[src/hdl/dcfp_pkg.sv]
// shared types, event codes and command code table for the drive command frame parser
`default_nettype none
package dcfp_pkg;

    localparam int unsigned TimeoutW = 20;
    localparam int unsigned EventW   = 4;
    localparam int unsigned NumCodes = 7;

    localparam logic [TimeoutW-1:0] TIMEOUT_RESET = 20'd10000;

    localparam logic [7:0] START_DRIVE = 8'd35;
    localparam logic [7:0] START_CMD   = 8'd38;

    localparam logic [EventW-1:0] EV_DRIVE    = 4'd0;
    localparam logic [EventW-1:0] EV_START    = 4'd1;
    localparam logic [EventW-1:0] EV_STOP     = 4'd2;
    localparam logic [EventW-1:0] EV_STRAIGHT = 4'd3;
    localparam logic [EventW-1:0] EV_DBG_ON   = 4'd4;
    localparam logic [EventW-1:0] EV_DBG_OFF  = 4'd5;
    localparam logic [EventW-1:0] EV_DEACT    = 4'd6;
    localparam logic [EventW-1:0] EV_STOP_LNK = 4'd7;
    localparam logic [EventW-1:0] EV_TIMEOUT  = 4'd8;

    // three bytes per code, first byte in the low bits
    localparam logic [23:0] CODE_TABLE [NumCodes] = '{
        {8'd65,  8'd45, 8'd25},
        {8'd39,  8'd26, 8'd13},
        {8'd185, 8'd8,  8'd91},
        {8'd123, 8'd79, 8'd38},
        {8'd115, 8'd39, 8'd31},
        {8'd23,  8'd89, 8'd67},
        {8'd129, 8'd63, 8'd34}
    };

    typedef struct packed {
        logic              valid;
        logic [EventW-1:0] code;
        logic [7:0]        speed;
        logic [7:0]        steer;
    } dcfp_evt_t;

    // returns the matching event code, or EV_DRIVE when no code matches
    function automatic logic [EventW-1:0] code_lookup(input logic [23:0] frame);
        logic [EventW-1:0] hit;
        hit = EV_DRIVE;
        for (int i = NumCodes - 1; i >= 0; i--) begin
            if (CODE_TABLE[i] == frame) begin
                hit = EventW'(i + 1);
            end
        end
        return hit;
    endfunction

endpackage
`default_nettype wire

[src/hdl/dcfp_parser.sv]
// frame parser: start byte hunt, payload capture, checksum and code match, flags
`default_nettype none
module dcfp_parser
    import dcfp_pkg::*;
(
    input  wire logic       aclk,
    input  wire logic       aresetn,
    input  wire logic       byte_en,
    input  wire logic [7:0] rx_byte,
    output dcfp_evt_t       evt,
    output logic            debug_next,
    output logic            led_next
);

    localparam logic [1:0] KIND_HUNT  = 2'd0;
    localparam logic [1:0] KIND_DRIVE = 2'd1;
    localparam logic [1:0] KIND_CMD   = 2'd2;

    logic [1:0] kind_reg, kind_next;
    logic [1:0] taken_reg, taken_next;
    logic [7:0] p0_reg, p1_reg;
    logic       debug_reg, led_reg;
    logic [7:0] csum;
    logic [EventW-1:0] hit;

    assign csum = p0_reg + {p1_reg[6:0], 1'b0};
    assign hit  = code_lookup({rx_byte, p1_reg, p0_reg});

    always_comb begin
        kind_next  = kind_reg;
        taken_next = taken_reg;
        debug_next = debug_reg;
        led_next   = led_reg;
        evt        = '0;
        if (byte_en) begin
            case (kind_reg)
                KIND_DRIVE, KIND_CMD: begin
                    if (taken_reg < 2'd2) begin
                        taken_next = taken_reg + 2'd1;
                    end else begin
                        kind_next  = KIND_HUNT;
                        taken_next = 2'd0;
                        if (kind_reg == KIND_DRIVE) begin
                            if (csum == rx_byte) begin
                                evt.valid = 1'b1;
                                evt.code  = EV_DRIVE;
                                evt.speed = p0_reg;
                                evt.steer = p1_reg;
                            end
                        end else if (hit != EV_DRIVE) begin
                            evt.valid = 1'b1;
                            evt.code  = hit;
                            if (hit == EV_START) led_next = 1'b1;
                            if (hit == EV_DBG_ON) debug_next = 1'b1;
                            if (hit == EV_DBG_OFF) debug_next = 1'b0;
                        end
                    end
                end
                default: begin
                    taken_next = 2'd0;
                    if (rx_byte == START_DRIVE) begin
                        kind_next = KIND_DRIVE;
                    end else if (rx_byte == START_CMD) begin
                        kind_next = KIND_CMD;
                    end else begin
                        kind_next = KIND_HUNT;
                    end
                end
            endcase
        end
    end

    always_ff @(posedge aclk) begin
        if (!aresetn) begin
            kind_reg  <= KIND_HUNT;
            taken_reg <= 2'd0;
            debug_reg <= 1'b1;
            led_reg   <= 1'b0;
        end else begin
            kind_reg  <= kind_next;
            taken_reg <= taken_next;
            debug_reg <= debug_next;
            led_reg   <= led_next;
        end
    end

    // payload bytes need no reset
    always_ff @(posedge aclk) begin
        if (byte_en && (kind_reg == KIND_DRIVE || kind_reg == KIND_CMD)) begin
            if (taken_reg == 2'd0) p0_reg <= rx_byte;
            if (taken_reg == 2'd1) p1_reg <= rx_byte;
        end
    end

    a_hunt_no_bytes: assert property (@(posedge aclk) disable iff (!aresetn)
        kind_reg == KIND_HUNT |-> taken_reg == 2'd0)
        else $error("payload count nonzero while hunting");

    a_frame_end: assert property (@(posedge aclk) disable iff (!aresetn)
        evt.valid |-> taken_reg == 2'd2 && byte_en)
        else $error("event outside the last payload byte");

endmodule
`default_nettype wire

[src/hdl/dcfp_watchdog.sv]
// one-shot link watchdog counting ticks since the last accepted frame
`default_nettype none
module dcfp_watchdog
    import dcfp_pkg::*;
(
    input  wire logic                aclk,
    input  wire logic                aresetn,
    input  wire logic                tick,
    input  wire logic                arm,
    input  wire logic [TimeoutW-1:0] period,
    output logic                     fire
);

    logic                armed_reg, armed_next;
    logic [TimeoutW-1:0] left_reg, left_next;

    always_comb begin
        armed_next = armed_reg;
        left_next  = left_reg;
        fire       = 1'b0;
        if (arm) begin
            armed_next = 1'b1;
            left_next  = period;
        end else if (tick && armed_reg) begin
            if (left_reg <= TimeoutW'(1)) begin
                armed_next = 1'b0;
                left_next  = '0;
                fire       = 1'b1;
            end else begin
                left_next = left_reg - TimeoutW'(1);
            end
        end
    end

    always_ff @(posedge aclk) begin
        if (!aresetn) begin
            armed_reg <= 1'b0;
            left_reg  <= '0;
        end else begin
            armed_reg <= armed_next;
            left_reg  <= left_next;
        end
    end

    a_idle_zero: assert property (@(posedge aclk) disable iff (!aresetn)
        !armed_reg |-> left_reg == '0)
        else $error("disarmed watchdog holds a count");

    a_fire_disarms: assert property (@(posedge aclk) disable iff (!aresetn)
        fire |=> !armed_reg)
        else $error("watchdog still armed after timeout");

endmodule
`default_nettype wire

[src/hdl/drive_command_frame_parser.sv]
// top level: input handshake, parser, watchdog and registered result item
// a result item is registered and appears on the m_ side in the cycle after its input item is taken
// throughput: one input item per cycle; s_tready drops only while a result item is stalled
// the parser state and the watchdog counter are updated in the same cycle as the item
// reset (aresetn low, synchronous): hunting, debug on, led off, watchdog disarmed,
// timeout period 10000 ticks, no result item pending
`default_nettype none
module drive_command_frame_parser
    import dcfp_pkg::*;
(
    input  wire logic                aclk,
    input  wire logic                aresetn,
    input  wire logic                cfg_wr_en,
    input  wire logic [TimeoutW-1:0] cfg_wr_data,
    input  wire logic                s_tvalid,
    output logic                     s_tready,
    input  wire logic [7:0]          s_tdata,   // rx_byte
    input  wire logic [0:0]          s_tuser,   // op
    output logic                     m_tvalid,
    input  wire logic                m_tready,
    output logic [23:0]              m_tdata,   // speed, steer, debug_enabled, led_on, zero fill
    output logic [EventW-1:0]        m_tuser    // event_res
);

    logic [TimeoutW-1:0] period_reg;
    logic                m_valid_reg, m_valid_next;
    logic [EventW-1:0]   ev_reg;
    logic [7:0]          speed_reg, steer_reg;
    logic                dbg_reg, led_reg;
    logic                take, byte_en, tick_en, fire, debug_next, led_next;
    dcfp_evt_t           evt;

    assign s_tready = !m_valid_reg || m_tready;
    assign take     = s_tvalid && s_tready;
    assign byte_en  = take && !s_tuser[0];
    assign tick_en  = take && s_tuser[0];

    dcfp_parser u_parser (
        .aclk       (aclk),
        .aresetn    (aresetn),
        .byte_en    (byte_en),
        .rx_byte    (s_tdata),
        .evt        (evt),
        .debug_next (debug_next),
        .led_next   (led_next)
    );

    dcfp_watchdog u_watchdog (
        .aclk    (aclk),
        .aresetn (aresetn),
        .tick    (tick_en),
        .arm     (evt.valid),
        .period  (period_reg),
        .fire    (fire)
    );

    always_ff @(posedge aclk) begin
        if (!aresetn) begin
            period_reg <= TIMEOUT_RESET;
        end else if (cfg_wr_en) begin
            period_reg <= cfg_wr_data;
        end
    end

    always_comb begin
        m_valid_next = m_valid_reg;
        if (m_valid_reg && m_tready) m_valid_next = 1'b0;
        if (evt.valid || fire) m_valid_next = 1'b1;
    end

    always_ff @(posedge aclk) begin
        if (!aresetn) begin
            m_valid_reg <= 1'b0;
        end else begin
            m_valid_reg <= m_valid_next;
        end
    end

    always_ff @(posedge aclk) begin
        if (evt.valid || fire) begin
            ev_reg    <= fire ? EV_TIMEOUT : evt.code;
            speed_reg <= fire ? 8'd0 : evt.speed;
            steer_reg <= fire ? 8'd0 : evt.steer;
            dbg_reg   <= debug_next;
            led_reg   <= led_next;
        end
    end

    assign m_tvalid = m_valid_reg;
    assign m_tuser  = ev_reg;
    assign m_tdata  = {6'd0, led_reg, dbg_reg, steer_reg, speed_reg};

    a_one_source: assert property (@(posedge aclk) disable iff (!aresetn)
        !(evt.valid && fire))
        else $error("frame event and timeout in the same item");

    a_no_overwrite: assert property (@(posedge aclk) disable iff (!aresetn)
        (evt.valid || fire) |-> !m_valid_reg || m_tready)
        else $error("result item overwritten while stalled");

endmodule
`default_nettype wire
[config.mk]
export PLATFORM = sky130hd
export DESIGN_NAME = drive_command_frame_parser
export DESIGN_NICKNAME = d
export VERILOG_FILES = /design/src/hdl/dcfp_pkg.sv /design/src/hdl/dcfp_parser.sv /design/src/hdl/dcfp_watchdog.sv /design/src/hdl/drive_command_frame_parser.sv
export SDC_FILE = /design/constraint.sdc
export NUM_CORES = 1
export LEC_CHECK = 0
export CAP_MARGIN = 25
export CORE_MARGIN = 8
export CORE_UTILIZATION = 57
export CTS_CLUSTER_DIAMETER = 150
export CTS_CLUSTER_SIZE = 12
export DETAILED_ROUTE_END_ITERATION = 16
export DONT_BUFFER_PORTS = 1
export GPL_ROUTABILITY_DRIVEN = 0
export GPL_TIMING_DRIVEN = 0
export PLACE_DENSITY = 0.75
export SLEW_MARGIN = 30
export SYNTH_ARGS = -nofsm -noshare
export SYNTH_HDL_FRONTEND = slang
export SYNTH_SLANG_ARGS = --single-unit
[constraint.sdc]
create_clock -name aclk -period 2.6 [get_ports aclk]
set_input_delay 0.52 -clock aclk [delete_from_list [all_inputs] [get_ports aclk]]
set_output_delay 0.52 -clock aclk [all_outputs]
set_load 0.02 [all_outputs]
# Yosys cells after proc, flatten, opt, wreduce, memory -nomap -nowiden
# Cells that the tools add are included.
# totals
register_bits	86
elab_cells	109
# classes
bitwise_logic	4
n_reduce_logical	23
magnitude_cmp	2
mux	44
eq_ne	17
n_addsub	3
# ops
cell	count
two-way mux 21 bit	4
== test 23 x 24 -> 1 bit (first input constant)	3
two-way mux 20 bit	3
== test 24 bit (first input constant)	2
== test 21 x 24 -> 1 bit (first input constant)	1
== test 22 x 24 -> 1 bit (first input constant)	1
two-way mux 1 bit	21
two-way mux 3 bit	7
less-or-equal comparator 20 x 1 -> 1 bit (second input constant)	1
subtractor 20 x 1 -> 20 bit (second input constant)	1
== test 8 x 6 -> 1 bit (second input constant)	2
two-way mux 16 bit	1
two-way mux 2 bit	6
two-way mux 5 bit	2
adder 8 bit	1
== test 8 bit	1
AND reduction 2 bit	4
== test 3 bit (second input constant)	2
logical AND 1 bit	6
nonzero test 2 bit	3
OR reduction 6 bit	1
== test 2 x 1 -> 1 bit (second input constant)	2
NOT 1 bit	4
nonzero test 4 bit	1
10 further kinds	13

# Logic depth before layout (Yosys ltp)
# Gate-level depths: netlist of run 1.
# depth
word_depth	17
ltp_mapped	12
depth_no_buf	10

# By module
# Synthesis of run 1 repeated with hierarchy kept, for this count alone.
# hier_totals
hier_cells	484
hier_area_um2	4804.6
# by_module_without_submodules
module	n_inst	seq_area_each_um2	area_per_inst_um2	cells_per_inst
dcfp_parser	1	600.6	1800.5	187
drive_command_frame_parser	1	1081.0	1672.9	124
dcfp_watchdog	1	420.4	1331.3	173

# Worst setup path after synthesis of run 1
# OpenSTA, ideal clock, no wires.
# synth_timing
path_kind	flip-flop to flip-flop
start	register u_parser.p1_reg[0]
end	register dbg_reg, enable pin
setup_time_ns	0.379
path_buffers	1
arrival_time_ns	2.504
path_stages_with_launch	12
setup_slack_ns	-0.283
cell_sequence	edfxtp_1 -> ha_1 -> inv_1 -> fa_1 -> nand3b_1 -> nand2_1 -> a31oi_1 -> xnor2_1 -> and4_1 -> clkbuf_1 -> nor2_1 -> nand2_1
# synth_between
elab_chain_cells	16
elab_cells_between_ends	25
# synth_lines
element	line_no	text
start, declared	dcfp_parser.sv:21	logic [7:0] p0_reg, p1_reg;
start signal, assigned	dcfp_parser.sv:91	if (taken_reg == 2'd1) p1_reg <= rx_byte;
== test 24 bit	dcfp_pkg.sv:47	if (CODE_TABLE[i] == frame) begin
two-way mux 3 bit (7 in series)	dcfp_pkg.sv:47	
nonzero test 4 bit	dcfp_parser.sv:50	end else if (hit != EV_DRIVE) begin
two-way mux 5 bit	dcfp_parser.sv:50	
two-way mux 5 bit *	dcfp_parser.sv:43	if (kind_reg == KIND_DRIVE) begin
two-way mux 21 bit *	dcfp_parser.sv:38	if (taken_reg < 2'd2) begin
two-way mux 21 bit *	dcfp_parser.sv:36	case (kind_reg)
two-way mux 21 bit *	dcfp_parser.sv:35	if (byte_en) begin
two-way mux 1 bit	dcfp_watchdog.sv:21	if (arm) begin
logical OR 1 bit *	drive_command_frame_parser.sv:80	if (evt.valid || fire) begin
end signal, assigned	drive_command_frame_parser.sv:84	dbg_reg <= debug_next;
end, declared	drive_command_frame_parser.sv:29	logic dbg_reg, led_reg;
# Mark *: on every way between the ends. The rest lies on a longest branch, timed or not.
# A chain may end at the register's enable or synchronous reset.

# Final worst setup path of run 1
# layout_timing
start	register u_parser.p0_reg[7]
end	register steer_reg[4], enable pin
# layout_between
elab_chain_cells	16
elab_cells_between_ends	25
# layout_lines
element	line_no	text
start, declared	dcfp_parser.sv:21	
start signal, assigned	dcfp_parser.sv:90	if (taken_reg == 2'd0) p0_reg <= rx_byte;
== test 24 bit	dcfp_pkg.sv:47	
two-way mux 3 bit (7 in series)	dcfp_pkg.sv:47	
nonzero test 4 bit	dcfp_parser.sv:50	
two-way mux 5 bit	dcfp_parser.sv:50	
two-way mux 5 bit *	dcfp_parser.sv:43	
two-way mux 21 bit *	dcfp_parser.sv:38	
two-way mux 21 bit *	dcfp_parser.sv:36	
two-way mux 21 bit *	dcfp_parser.sv:35	
two-way mux 1 bit	dcfp_watchdog.sv:21	
logical OR 1 bit *	drive_command_frame_parser.sv:80	
end signal, assigned	drive_command_frame_parser.sv:83	steer_reg <= fire ? 8'd0 : evt.steer;
end, declared	drive_command_frame_parser.sv:28	logic [7:0] speed_reg, steer_reg;
# Marks and branches as above.

==> run summary, run 1 <==
Tightest Hold Check Type: in2reg
status: complete, no violations
post-synthesis register bit count: 86
skew final: 10.9 ps
FFs w/ async S/R, synth: 0%
hold depth: 1
ys flop type: dfxtp_1
Initial Utilization: 58.3%
Die X: 104 µm
metal2 WL: 5120 µm
Port Buffers: 0
power share of the clock group: 36.9%
top cell type's share of synthesized area: 25.6%
slew margin rel.: 52.6%
post-layout min period: 2540 ps
ANT nets after route: 0
core region area: 0.00765 mm²
Pwr per Cell Area: 477 mW/mm²
Nets: 541
root buf cell: clkbuf_8
Syn Area/Cell: 9.67 µm²
largest net degree at the start of global routing: 17
Distinct cells, synth: 62
IO Pins: 64
Internal Power: 1.82 mW
yosys warns: 0
period utilization: 97.8%
initial drt markers: 320
Worst Setup Path Type: reg2reg
Worst Slack Setup Final: 57.3 ps
Max Freq: 393 MHz
Routed WL: 11600 µm
Worst Setup Start Kind: flip-flop
Netlist Area Pre-Place: 0.00446 mm²
Post-synth EDFFs: 38
DR top layer: met4
Synth area leader: edfxtp_1
CP Max Fanout: 6
routed vias: 3734
commonest non-fill, non-tap cell in the layout: dfxtp_1
Worst R2R Start: u_parser.p0_reg[7]
Slew @ Worst Pin: 711 ps
static leakage: 1.95 nW
ANT cells: 0
DRT Pass-1 Iters: 5
NetSw: 0.589 mW
top post-synthesis cells by area: edfxtp_1 (26%), dfxtp_1 (22%), mux2i_1 (4.9%), o21ai_0 (3.4%), nor2_1 (3.2%)
initial antenna violation count: 0
r2r endpoint: steer_reg[4]
DRC viols: 0
fillcell total: 566
Max-Cap Viols: 0
final hold viol count: 0
Worst setup EP type: flip-flop
commonest non-fill, non-tap cells in the layout: dfxtp_1 (48), edfxtp_1 (38), nor2_1 (34)
Area Growth Syn to Fin: 13.6%
Final Max Slew Viols: 0
die height: 104 µm
VDD IR-drop max: 0.375 mV
overall power: 2.41 mW
Worst-path clk slew: 100 ps
Row Count: 32
die area: 0.0109 mm²
met3 routed WL: 1310 µm
hpwl dp: 8260 µm
register area share after synthesis: 47.2%
WL per Instance: 19.3 µm
worst reg-to-reg setup slack: 60 ps
Place WS: -558 ps
first-pass GRT wire length: 18600 µm
RSZ-0062 raised after global routing: true
CTS Buffer Depth: 2
placed cell count: 569
share of cells above drive strength 1: 16.7%
Arr. time, crit path: 2630 ps
total gr overflow: 0
Mapped Cells: 461
Hold Path Sink: period_reg[13]
worst skew pair latency: 370 ps
hold buffer count at cts: 0
met1 WL: 4960 µm
via count of the first global-routing pass: 3620
Crit path required time: 2680 ps
combinational cell fraction of total power: 3.8%
CTS tree: done
worst r2r path cells: 8
clock sink count: 86
GR Util All Layers: 21.1%
sequential share of power: 59.3%
Num CTS Buffers: 9
Worst setup startpoint: u_parser.p0_reg[7]
post-DR vias/cell: 6.18
min-delay src: aresetn
H-tree depth: 3
non-filler instance count after layout: 604
count of final setup violators: 0
Sw Ratio: 24.4%
logic make-up after synthesis:
| family | count (synthesis) | synth area share, % |
|---|---|---|
| and+or+nand+nor | 187 | 23.4 |
| AOI/OAI and AO/OA | 96 | 13.6 |
| DFF | 86 | 47.2 |
| buffers and inverters | 41 | 4.30 |
| muxes | 22 | 4.94 |
| xor gates and xnor gates | 18 | 3.54 |
| adders and majority gates | 10 | 2.98 |
| other | 1 | 0.0841 |
synthesized netlist by cell type (all sizes together) (3+ instances only):
cell	n
or3	3
inv	12
nand2	34
or3b	4
nor4	11
or2	4
o41ai	3
nand3b	4
edfxtp	38
ha	9
nand4b	4
clkbuf	16
xor2	10
a21o	3
nand2b	3
xnor2	8
dfxtp	48
nand4	10
nor2	39
mux2i	22
a21oi	28
or4	3
a22o	5
and2	18
o21ai	34
nor2b	3
nor3	10
buf	13
nor4b	3
a31oi	6
nand3	22
o31ai	5
critical path, cell delays in order, from the launching register on:
cell and delay (ps):
edfxtp_1 490, or3b_1 430, nor2_1 170, nand4b_1 220, a21oi_4 310, o31a_1 280, buf_4 160, nor2_4 60
nand2_2 140
power groups by stage:
stage	Clock, mW	Sequential [mW]	Combinational [mW]
final	0.890	1.43	0.0920
after global routing	0.951	1.43	0.101
after CTS	0.896	1.43	0.0909
after detailed placement	0	1.46	0.0890
after global placement	0	1.46	0.0860
after floorplan	0	1.46	0.0749
final cells by class:
class / instances / area, µm² / area share, %
Clock inverter: 6 / 51.3 / 1.01
Timing Repair Buffer: 19 / 143 / 2.82
Clock buffer: 10 / 128 / 2.52
Multi-Input combinational cell: 342 / 2310 / 45.6
Tap cell: 102 / 128 / 2.52
Buffer: 27 / 156 / 3.09
Inverter: 12 / 45.0 / 0.890
Sequential cell: 86 / 2100 / 41.5
metrics by stage:
stage,hold WS [ps],utilization (%),setup TNS (ps),cell area (µm²)
6_report,205,66.2,0,5060
5_1_grt,201,66.2,-94.2,5060
4_1_cts,205,64.2,0,4910
3_5_place_dp,452,60.5,-24280,4620
3_3_place_gp,449,60.3,-22120,4610
2_1_floorplan,433,-,0,4480
metal layers:
layer / vias up / track usage, %
met2: 220 / 31.1
met4: 0 / 9.31
met1: 1728 / 28.0
met3: 22 / 5.89
met5: - / 0
li1: 1764 / -
timing repair:
item                                    in CTS  in global routing
pin swaps                                    4                  7
endpoints found under the setup margin      60                 59
cloned                                       1                  2
gates resized for setup                     16                 25
setup buffers                                7                 11
worst max-delay path by stage:
stage / end / slack (ps)
floorplan: dbg_reg / 40
global placement: u_watchdog.left_reg[3] / -530
detailed placement: u_watchdog.left_reg[3] / -560
CTS: u_parser.debug_reg / 2
global route: u_watchdog.left_reg[18] / -30
finish: steer_reg[4] / 60
Note: power is estimated with default switching activity, not from simulation.
==> inputs of run 2 (changes only) <==
CORE_UTILIZATION = 55   (was 57)
PLACE_DENSITY = 0.73   (was 0.75)
==> run 2 against run 1 <==
Compared with the run above: the flow now finishes with violations (negative setup slack); first-iteration DRC count decreased by 9.1%; count of clock-buffer cells in the layout is 1 higher; fmax fell by 2.3%; critical path depth increased by 1; global-route usage fell by 1.7 points; flip-flop and latch count unchanged; worst setup slack got worse by 59 ps; sequential power barely moved; combinational power rose by 4.5%; non-clock buffer count is 6 lower; critical endpoint is now u_watchdog.left_reg[19].
==> run summary, run 2 (synthesis results as in run 1) <==
Slew @ Worst Pin: 764 ps (+52.2 ps)
ANT nets after route: 0 (unchanged)
clock sink count: 86 (unchanged)
Die X: 106 µm (+1.5%)
CTS tree: done
post-DR vias/cell: 6.06 (-1.9%)
post-layout min period: 2600 ps (+58.6 ps)
Worst Slack Setup Final: -1.32 ps (-58.6 ps)
slew margin rel.: 49.1% (-3.5 points)
first-pass GRT wire length: 17500 µm (-6.2%)
overall power: 2.31 mW (-4.3%)
root buf cell: clkbuf_8
CP Max Fanout: 10 (+4)
H-tree depth: 3 (unchanged)
min-delay src: aresetn
status: finished, violations left
Slowest cell on crit path: edfxtp_1
WP buf/inv: 2 (+1)
Worst setup EP type: flip-flop
initial antenna violation count: 0 (unchanged)
core region area: 0.00805 mm² (+5.3%)
Routed WL: 11500 µm (-1.5%)
via count of the first global-routing pass: 3412 (-5.7%)
GR Util All Layers: 19.3% (-1.7 points)
Pwr per Cell Area: 460 mW/mm² (-3.6%)
Worst-path clk slew: 80 ps (-20 ps)
Final Cell Area: 0.00502 mm² (-0.79%)
DRT Pass-1 Iters: 5 (unchanged)
share of cells above drive strength 1: 15.9% (-0.84 points)
worst reg-to-reg setup slack: -1 ps (-60 ps)
CTS Buffer Depth: 2 (unchanged)
Worst R2R Start: u_parser.p0_reg[5]
r2r endpoint: u_watchdog.left_reg[19]
Worst Setup Start Kind: flip-flop
hpwl dp: 8360 µm (+1.2%)
Area Growth Syn to Fin: 12.7%
ANT cells: 0 (unchanged)
worst skew pair latency: 350 ps (-20 ps)
skew final: 6.95 ps (-3.99 ps)
Crit path required time: 2810 ps (+130 ps)
Max Freq: 384 MHz (-2.3%)
hold buffer count at cts: 0 (unchanged)
Num CTS Buffers: 9 (unchanged)
WL per Instance: 19.0 µm (-1.2%)
count of final setup violators: 1 (+1)
Final Max Slew Viols: 0 (unchanged)
most used cell, CP: nand4_1
Initial Utilization: 55.4% (-2.9 points)
Port Buffers: 0 (unchanged)
largest net degree at the start of global routing: 14 (-3)
final core occ: 62.4% (-3.8 points)
DP Area: 0.00463 mm² (about the same)
static leakage: 1.92 nW (-1.5%)
worst r2r path cells: 9 (+1)
commonest non-fill, non-tap cell in the layout: dfxtp_1
Max-Cap Viols: 0 (unchanged)
Slowest Stage Delay on Critical Path: 480 ps (about the same)
non-filler instance count after layout: 602 (-0.33%)
die height: 106 µm (+1.5%)
Nets: 536 (-0.92%)
DRC viols: 0 (unchanged)
placed cell count: 572 (+0.53%)
commonest non-fill, non-tap cells in the layout: dfxtp_1 (48), edfxtp_1 (38), nor2_1 (33)
Hold Path Sink: period_reg[9]
routed vias: 3651 (-2.2%)
Worst Setup Path Type: reg2reg
hold depth: 1 (unchanged)
IO Pins: 64 (unchanged)
total negative slack: -1.32 ps (-1.32 ps)
CP delay by family, top: flip-flops
failing checks: negative setup slack
Row Count: 33 (+3.1%)
final hold viol count: 0 (unchanged)
total gr overflow: 0 (unchanged)
Tightest Hold Check Type: in2reg
Arr. time, crit path: 2810 ps (+180 ps)
period utilization: 100% (+2.3 points)
initial drt markers: 291 (-9.1%)
VDD IR-drop max: 0.313 mV (-16%)
die area: 0.0112 mm² (+3.1%)
Critical Path, Cell by Cell: buf_4 -> ha_1 -> a21oi_1 -> o21ai_0 -> xnor2_1 -> nand4_1 -> buf_2 -> nand4_1 -> a31oi_1
## run 2: cell types whose count changed in the layout (fill, tap and decap cells not counted), sizes merged
| cell | before | now |
|---|---|---|
| clkinv | 1 | 3 |
| buf | 37 | 30 |
| clkbuf | 19 | 21 |
| and4 | 2 | 3 |
| clkinvlp | 1 | 2 |
| inv | 16 | 12 |
## run 2: per-layer routing
metal  global-route usage (%)  share of wire (%)  up-vias
met3                     4.36                7.1       25
met5                        0                  0        -
met4                     7.94                2.3        0
li1                         -                  -     1748
met1                     25.6                 44     1727
met2                     29.8                 46      151
## run 2: through the flow
stage | hold slack [ps] | setup WS [ps]
global route | 220 | -88.4
detailed placement | 456 | -470
CTS | 228 | 20.4
floorplan | 433 | 40.4
finish | 239 | -1.32
global placement | 446 | -462
## run 2: final cells by class
type | instances | area, µm²
plain buffers | 27 | 160
repair buffers | 13 | 95.1
clock inverters | 5 | 26.3
well taps | 105 | 131
multi-input cells | 343 | 2330
flip-flops and latches | 86 | 2100
inverters | 12 | 45.0
fillers | 686 | 3030
clock buffers | 11 | 131
## run 2: repair_timing
action	4_1_cts	5_1_grt
setup buffers	4	8
endpoints found under the setup margin	59	60
pin swaps	4	11
gates resized for setup	14	35
hold endpoints to repair	0	0
cloned	1	3
## run 2: worst max path at each step
stage | from | to | slack, ps | cells after the start
after detailed placement | u_parser.p1_reg[0] | speed_reg[3] | -470 | 11
after global placement | u_parser.p1_reg[0] | speed_reg[3] | -460 | 11
after global routing | u_parser.p0_reg[5] | u_watchdog.left_reg[9] | -90 | 9
final | u_parser.p0_reg[5] | u_watchdog.left_reg[19] | -1 | 9
after floorplan | u_parser.p1_reg[0] | dbg_reg | 40 | 11
after CTS | u_parser.p1_reg[4] | u_parser.debug_reg | 20 | 7
## run 2: power by group
group / total, mW / leakage (nW) / internal (mW) / switching [mW]
clock: 0.782 / 0.0721 / 0.338 / 0.444
combinational: 0.0961 / 1.06 / 0.0431 / 0.0530
sequential: 1.43 / 0.786 / 1.42 / 0.0102
total: 2.31 / 1.92 / 1.80 / 0.507
==> inputs of run 3 (changes only) <==
CTS_BUF_LIST = sky130_fd_sc_hd__clkbuf_4 sky130_fd_sc_hd__clkbuf_8   (was unset)
==> run 3 against run 2 <==
Compared with the run above: the flow now finishes without violations; clock power is 3% higher; die area stayed put; non-clock buffer count stayed put; wire length is 0.18% higher; critical endpoint unchanged.
==> run summary, run 3 (synthesis results as in run 1) <==
status: complete, no violations
Worst R2R Start: u_parser.p0_reg[5]
min-delay src: aresetn
DP Area: 0.00463 mm² (unchanged)
Slowest cell on crit path: edfxtp_1
share of cells above drive strength 1: 16.3% (+0.40 points)
initial antenna violation count: 0 (unchanged)
met3 routed WL: 866 µm (+6.9%)
hpwl dp: 8360 µm (unchanged)
Num CTS Buffers: 9 (unchanged)
Slew @ Worst Pin: 773 ps (+9.85 ps)
commonest non-fill, non-tap cells in the layout: dfxtp_1 (48), edfxtp_1 (38), nor2_1 (33)
met1 WL: 5010 µm (-1.2%)
Area Growth Syn to Fin: 12.9%
Sw Ratio: 21.7% (-0.22 points)
ANT cells: 0 (unchanged)
DRC viols: 0 (unchanged)
total gr overflow: 0 (unchanged)
hold slack: 241 ps (+1.74 ps)
Worst Setup Path Type: reg2reg
Final Max Slew Viols: 0 (unchanged)
Max-Cap Viols: 0 (unchanged)
post-layout min period: 2590 ps (-12.3 ps)
static leakage: 1.93 nW (+0.36%)
H-tree depth: 3 (unchanged)
Die X: 106 µm (unchanged)
combinational cell fraction of total power: 4.1% (about the same)
GR Util All Layers: 19.3% (unchanged)
overall power: 2.33 mW (+0.87%)
commonest non-fill, non-tap cell in the layout: dfxtp_1
DRT Pass-1 Iters: 5 (unchanged)
Worst setup EP type: flip-flop
most used cell, CP: nand4_1
r2r endpoint: u_watchdog.left_reg[19]
ANT nets after route: 0 (unchanged)
worst reg-to-reg setup slack: 10 ps (about the same)
Initial Utilization: 55.4% (unchanged)
root buf cell: clkbuf_8
largest net degree at the start of global routing: 14 (unchanged)
Place WS: -470 ps (unchanged)
VDD IR-drop max: 0.315 mV (+0.60%)
Tightest Hold Check Type: in2reg
power share of the clock group: 34.4% (+0.5 points)
worst skew pair latency: 350 ps (about the same)
NetSw: 0.506 mW (-0.16%)
clock sink count: 86 (unchanged)
die area: 0.0112 mm² (unchanged)
Port Buffers: 0 (unchanged)
Internal Power: 1.82 mW (+1.2%)
hold buffer count at cts: 0 (unchanged)
Pwr per Cell Area: 463 mW/mm² (+0.72%)
Routed WL: 11500 µm (+0.18%)
Max Freq: 386 MHz (+0.48%)
slew margin rel.: 48.4% (-0.66 points)
CTS Buffer Depth: 2 (unchanged)
count of final setup violators: 0 (-1)
sequential share of power: 61.4% (-0.6 points)
Slowest Stage Delay on Critical Path: 480 ps (about the same)
final hold viol count: 0 (unchanged)
CTS tree: done
Nets: 536 (unchanged)
CP Max Fanout: 10 (unchanged)
period utilization: 99.6% (-0.47 points)
WP buf/inv: 2 (unchanged)
worst r2r path cells: 9 (unchanged)
DR top layer: met4
routed vias: 3651 (unchanged)
Row Count: 33 (unchanged)
Final Cell Area: 0.00503 mm² (+0.15%)
Worst-path clk slew: 80 ps (about the same)
Worst Slack Setup Final: 11.0 ps (+12.3 ps)
Arr. time, crit path: 2800 ps (about the same)
CP delay by family, top: flip-flops
Worst Setup Start Kind: flip-flop
via count of the first global-routing pass: 3410 (-0.059%)
die height: 106 µm (unchanged)
post-DR vias/cell: 6.06 (unchanged)
IO Pins: 64 (unchanged)
hold depth: 1 (unchanged)
first-pass GRT wire length: 17500 µm (unchanged)
WL per Instance: 19.1 µm (+0.18%)
skew final: 6.87 ps (-0.0784 ps)
initial drt markers: 340 (+17%)
Critical Path, Cell by Cell: buf_4 -> ha_1 -> a21oi_1 -> o21ai_0 -> xnor2_1 -> nand4_1 -> buf_2 -> nand4_1 -> a31oi_1
Crit path required time: 2810 ps (about the same)
metal2 WL: 5360 µm (+0.85%)
Hold Path Sink: period_reg[9]
core region area: 0.00805 mm² (unchanged)
run 3: changes by cell type in the layout (fill, tap and decap cells not counted):
| cell | change |
|---|---|
| clkbuf_1 | -2 |
| clkbuf_4 | +2 |
run 3: what timing repair did:
action	CTS	global route
cloned	1	3
resized for setup	14	35
pin swaps	4	11
setup buffers	4	8
endpoints found under the setup margin	59	60
run 3: worst max path at each step:
stage | from | endpoint | slack [ps] | cells past startpoint
after floorplan | u_parser.p1_reg[0] | dbg_reg | 40 | 11
after global placement | u_parser.p1_reg[0] | speed_reg[3] | -460 | 11
final | u_parser.p0_reg[5] | u_watchdog.left_reg[19] | 10 | 9
after global routing | u_parser.p0_reg[5] | u_watchdog.left_reg[9] | -90 | 9
after CTS | u_parser.p1_reg[4] | u_parser.debug_reg | 20 | 7
after detailed placement | u_parser.p1_reg[0] | speed_reg[3] | -470 | 11
run 3: final cells by class:
type	instances	area (µm²)
Buffer	27	160
Clock buffer	11	139
Clock inverter	5	26.3
Fill cell	684	3020
Inverter	12	45.0
Multi-Input combinational cell	343	2330
Sequential cell	86	2100
Tap cell	105	131
Timing Repair Buffer	13	95.1
run 3: metal layers:
| metal | track usage (%) | up-vias |
|---|---|---|
| met5 | 0 | - |
| met4 | 7.94 | 0 |
| met3 | 4.36 | 24 |
| met2 | 29.8 | 156 |
| met1 | 25.7 | 1725 |
| li1 | - | 1746 |
run 3: stage by stage:
step	cells	setup TNS (ps)	utilization, %
finish	602	0	62.5
global route	602	-1260	62.5
CTS	591	0	60.4
detailed placement	572	-20920	57.5
global placement	571	-21640	57.3
floorplan	466	0	-
run 3: power groups by stage:
stage / combinational, mW / sequential, mW / clock (mW)
after floorplan: 0.0749 / 1.46 / 0
after global placement: 0.0862 / 1.46 / 0
after detailed placement: 0.0884 / 1.46 / 0
after CTS: 0.0899 / 1.43 / 0.818
after global routing: 0.104 / 1.43 / 0.867
final: 0.0962 / 1.43 / 0.802
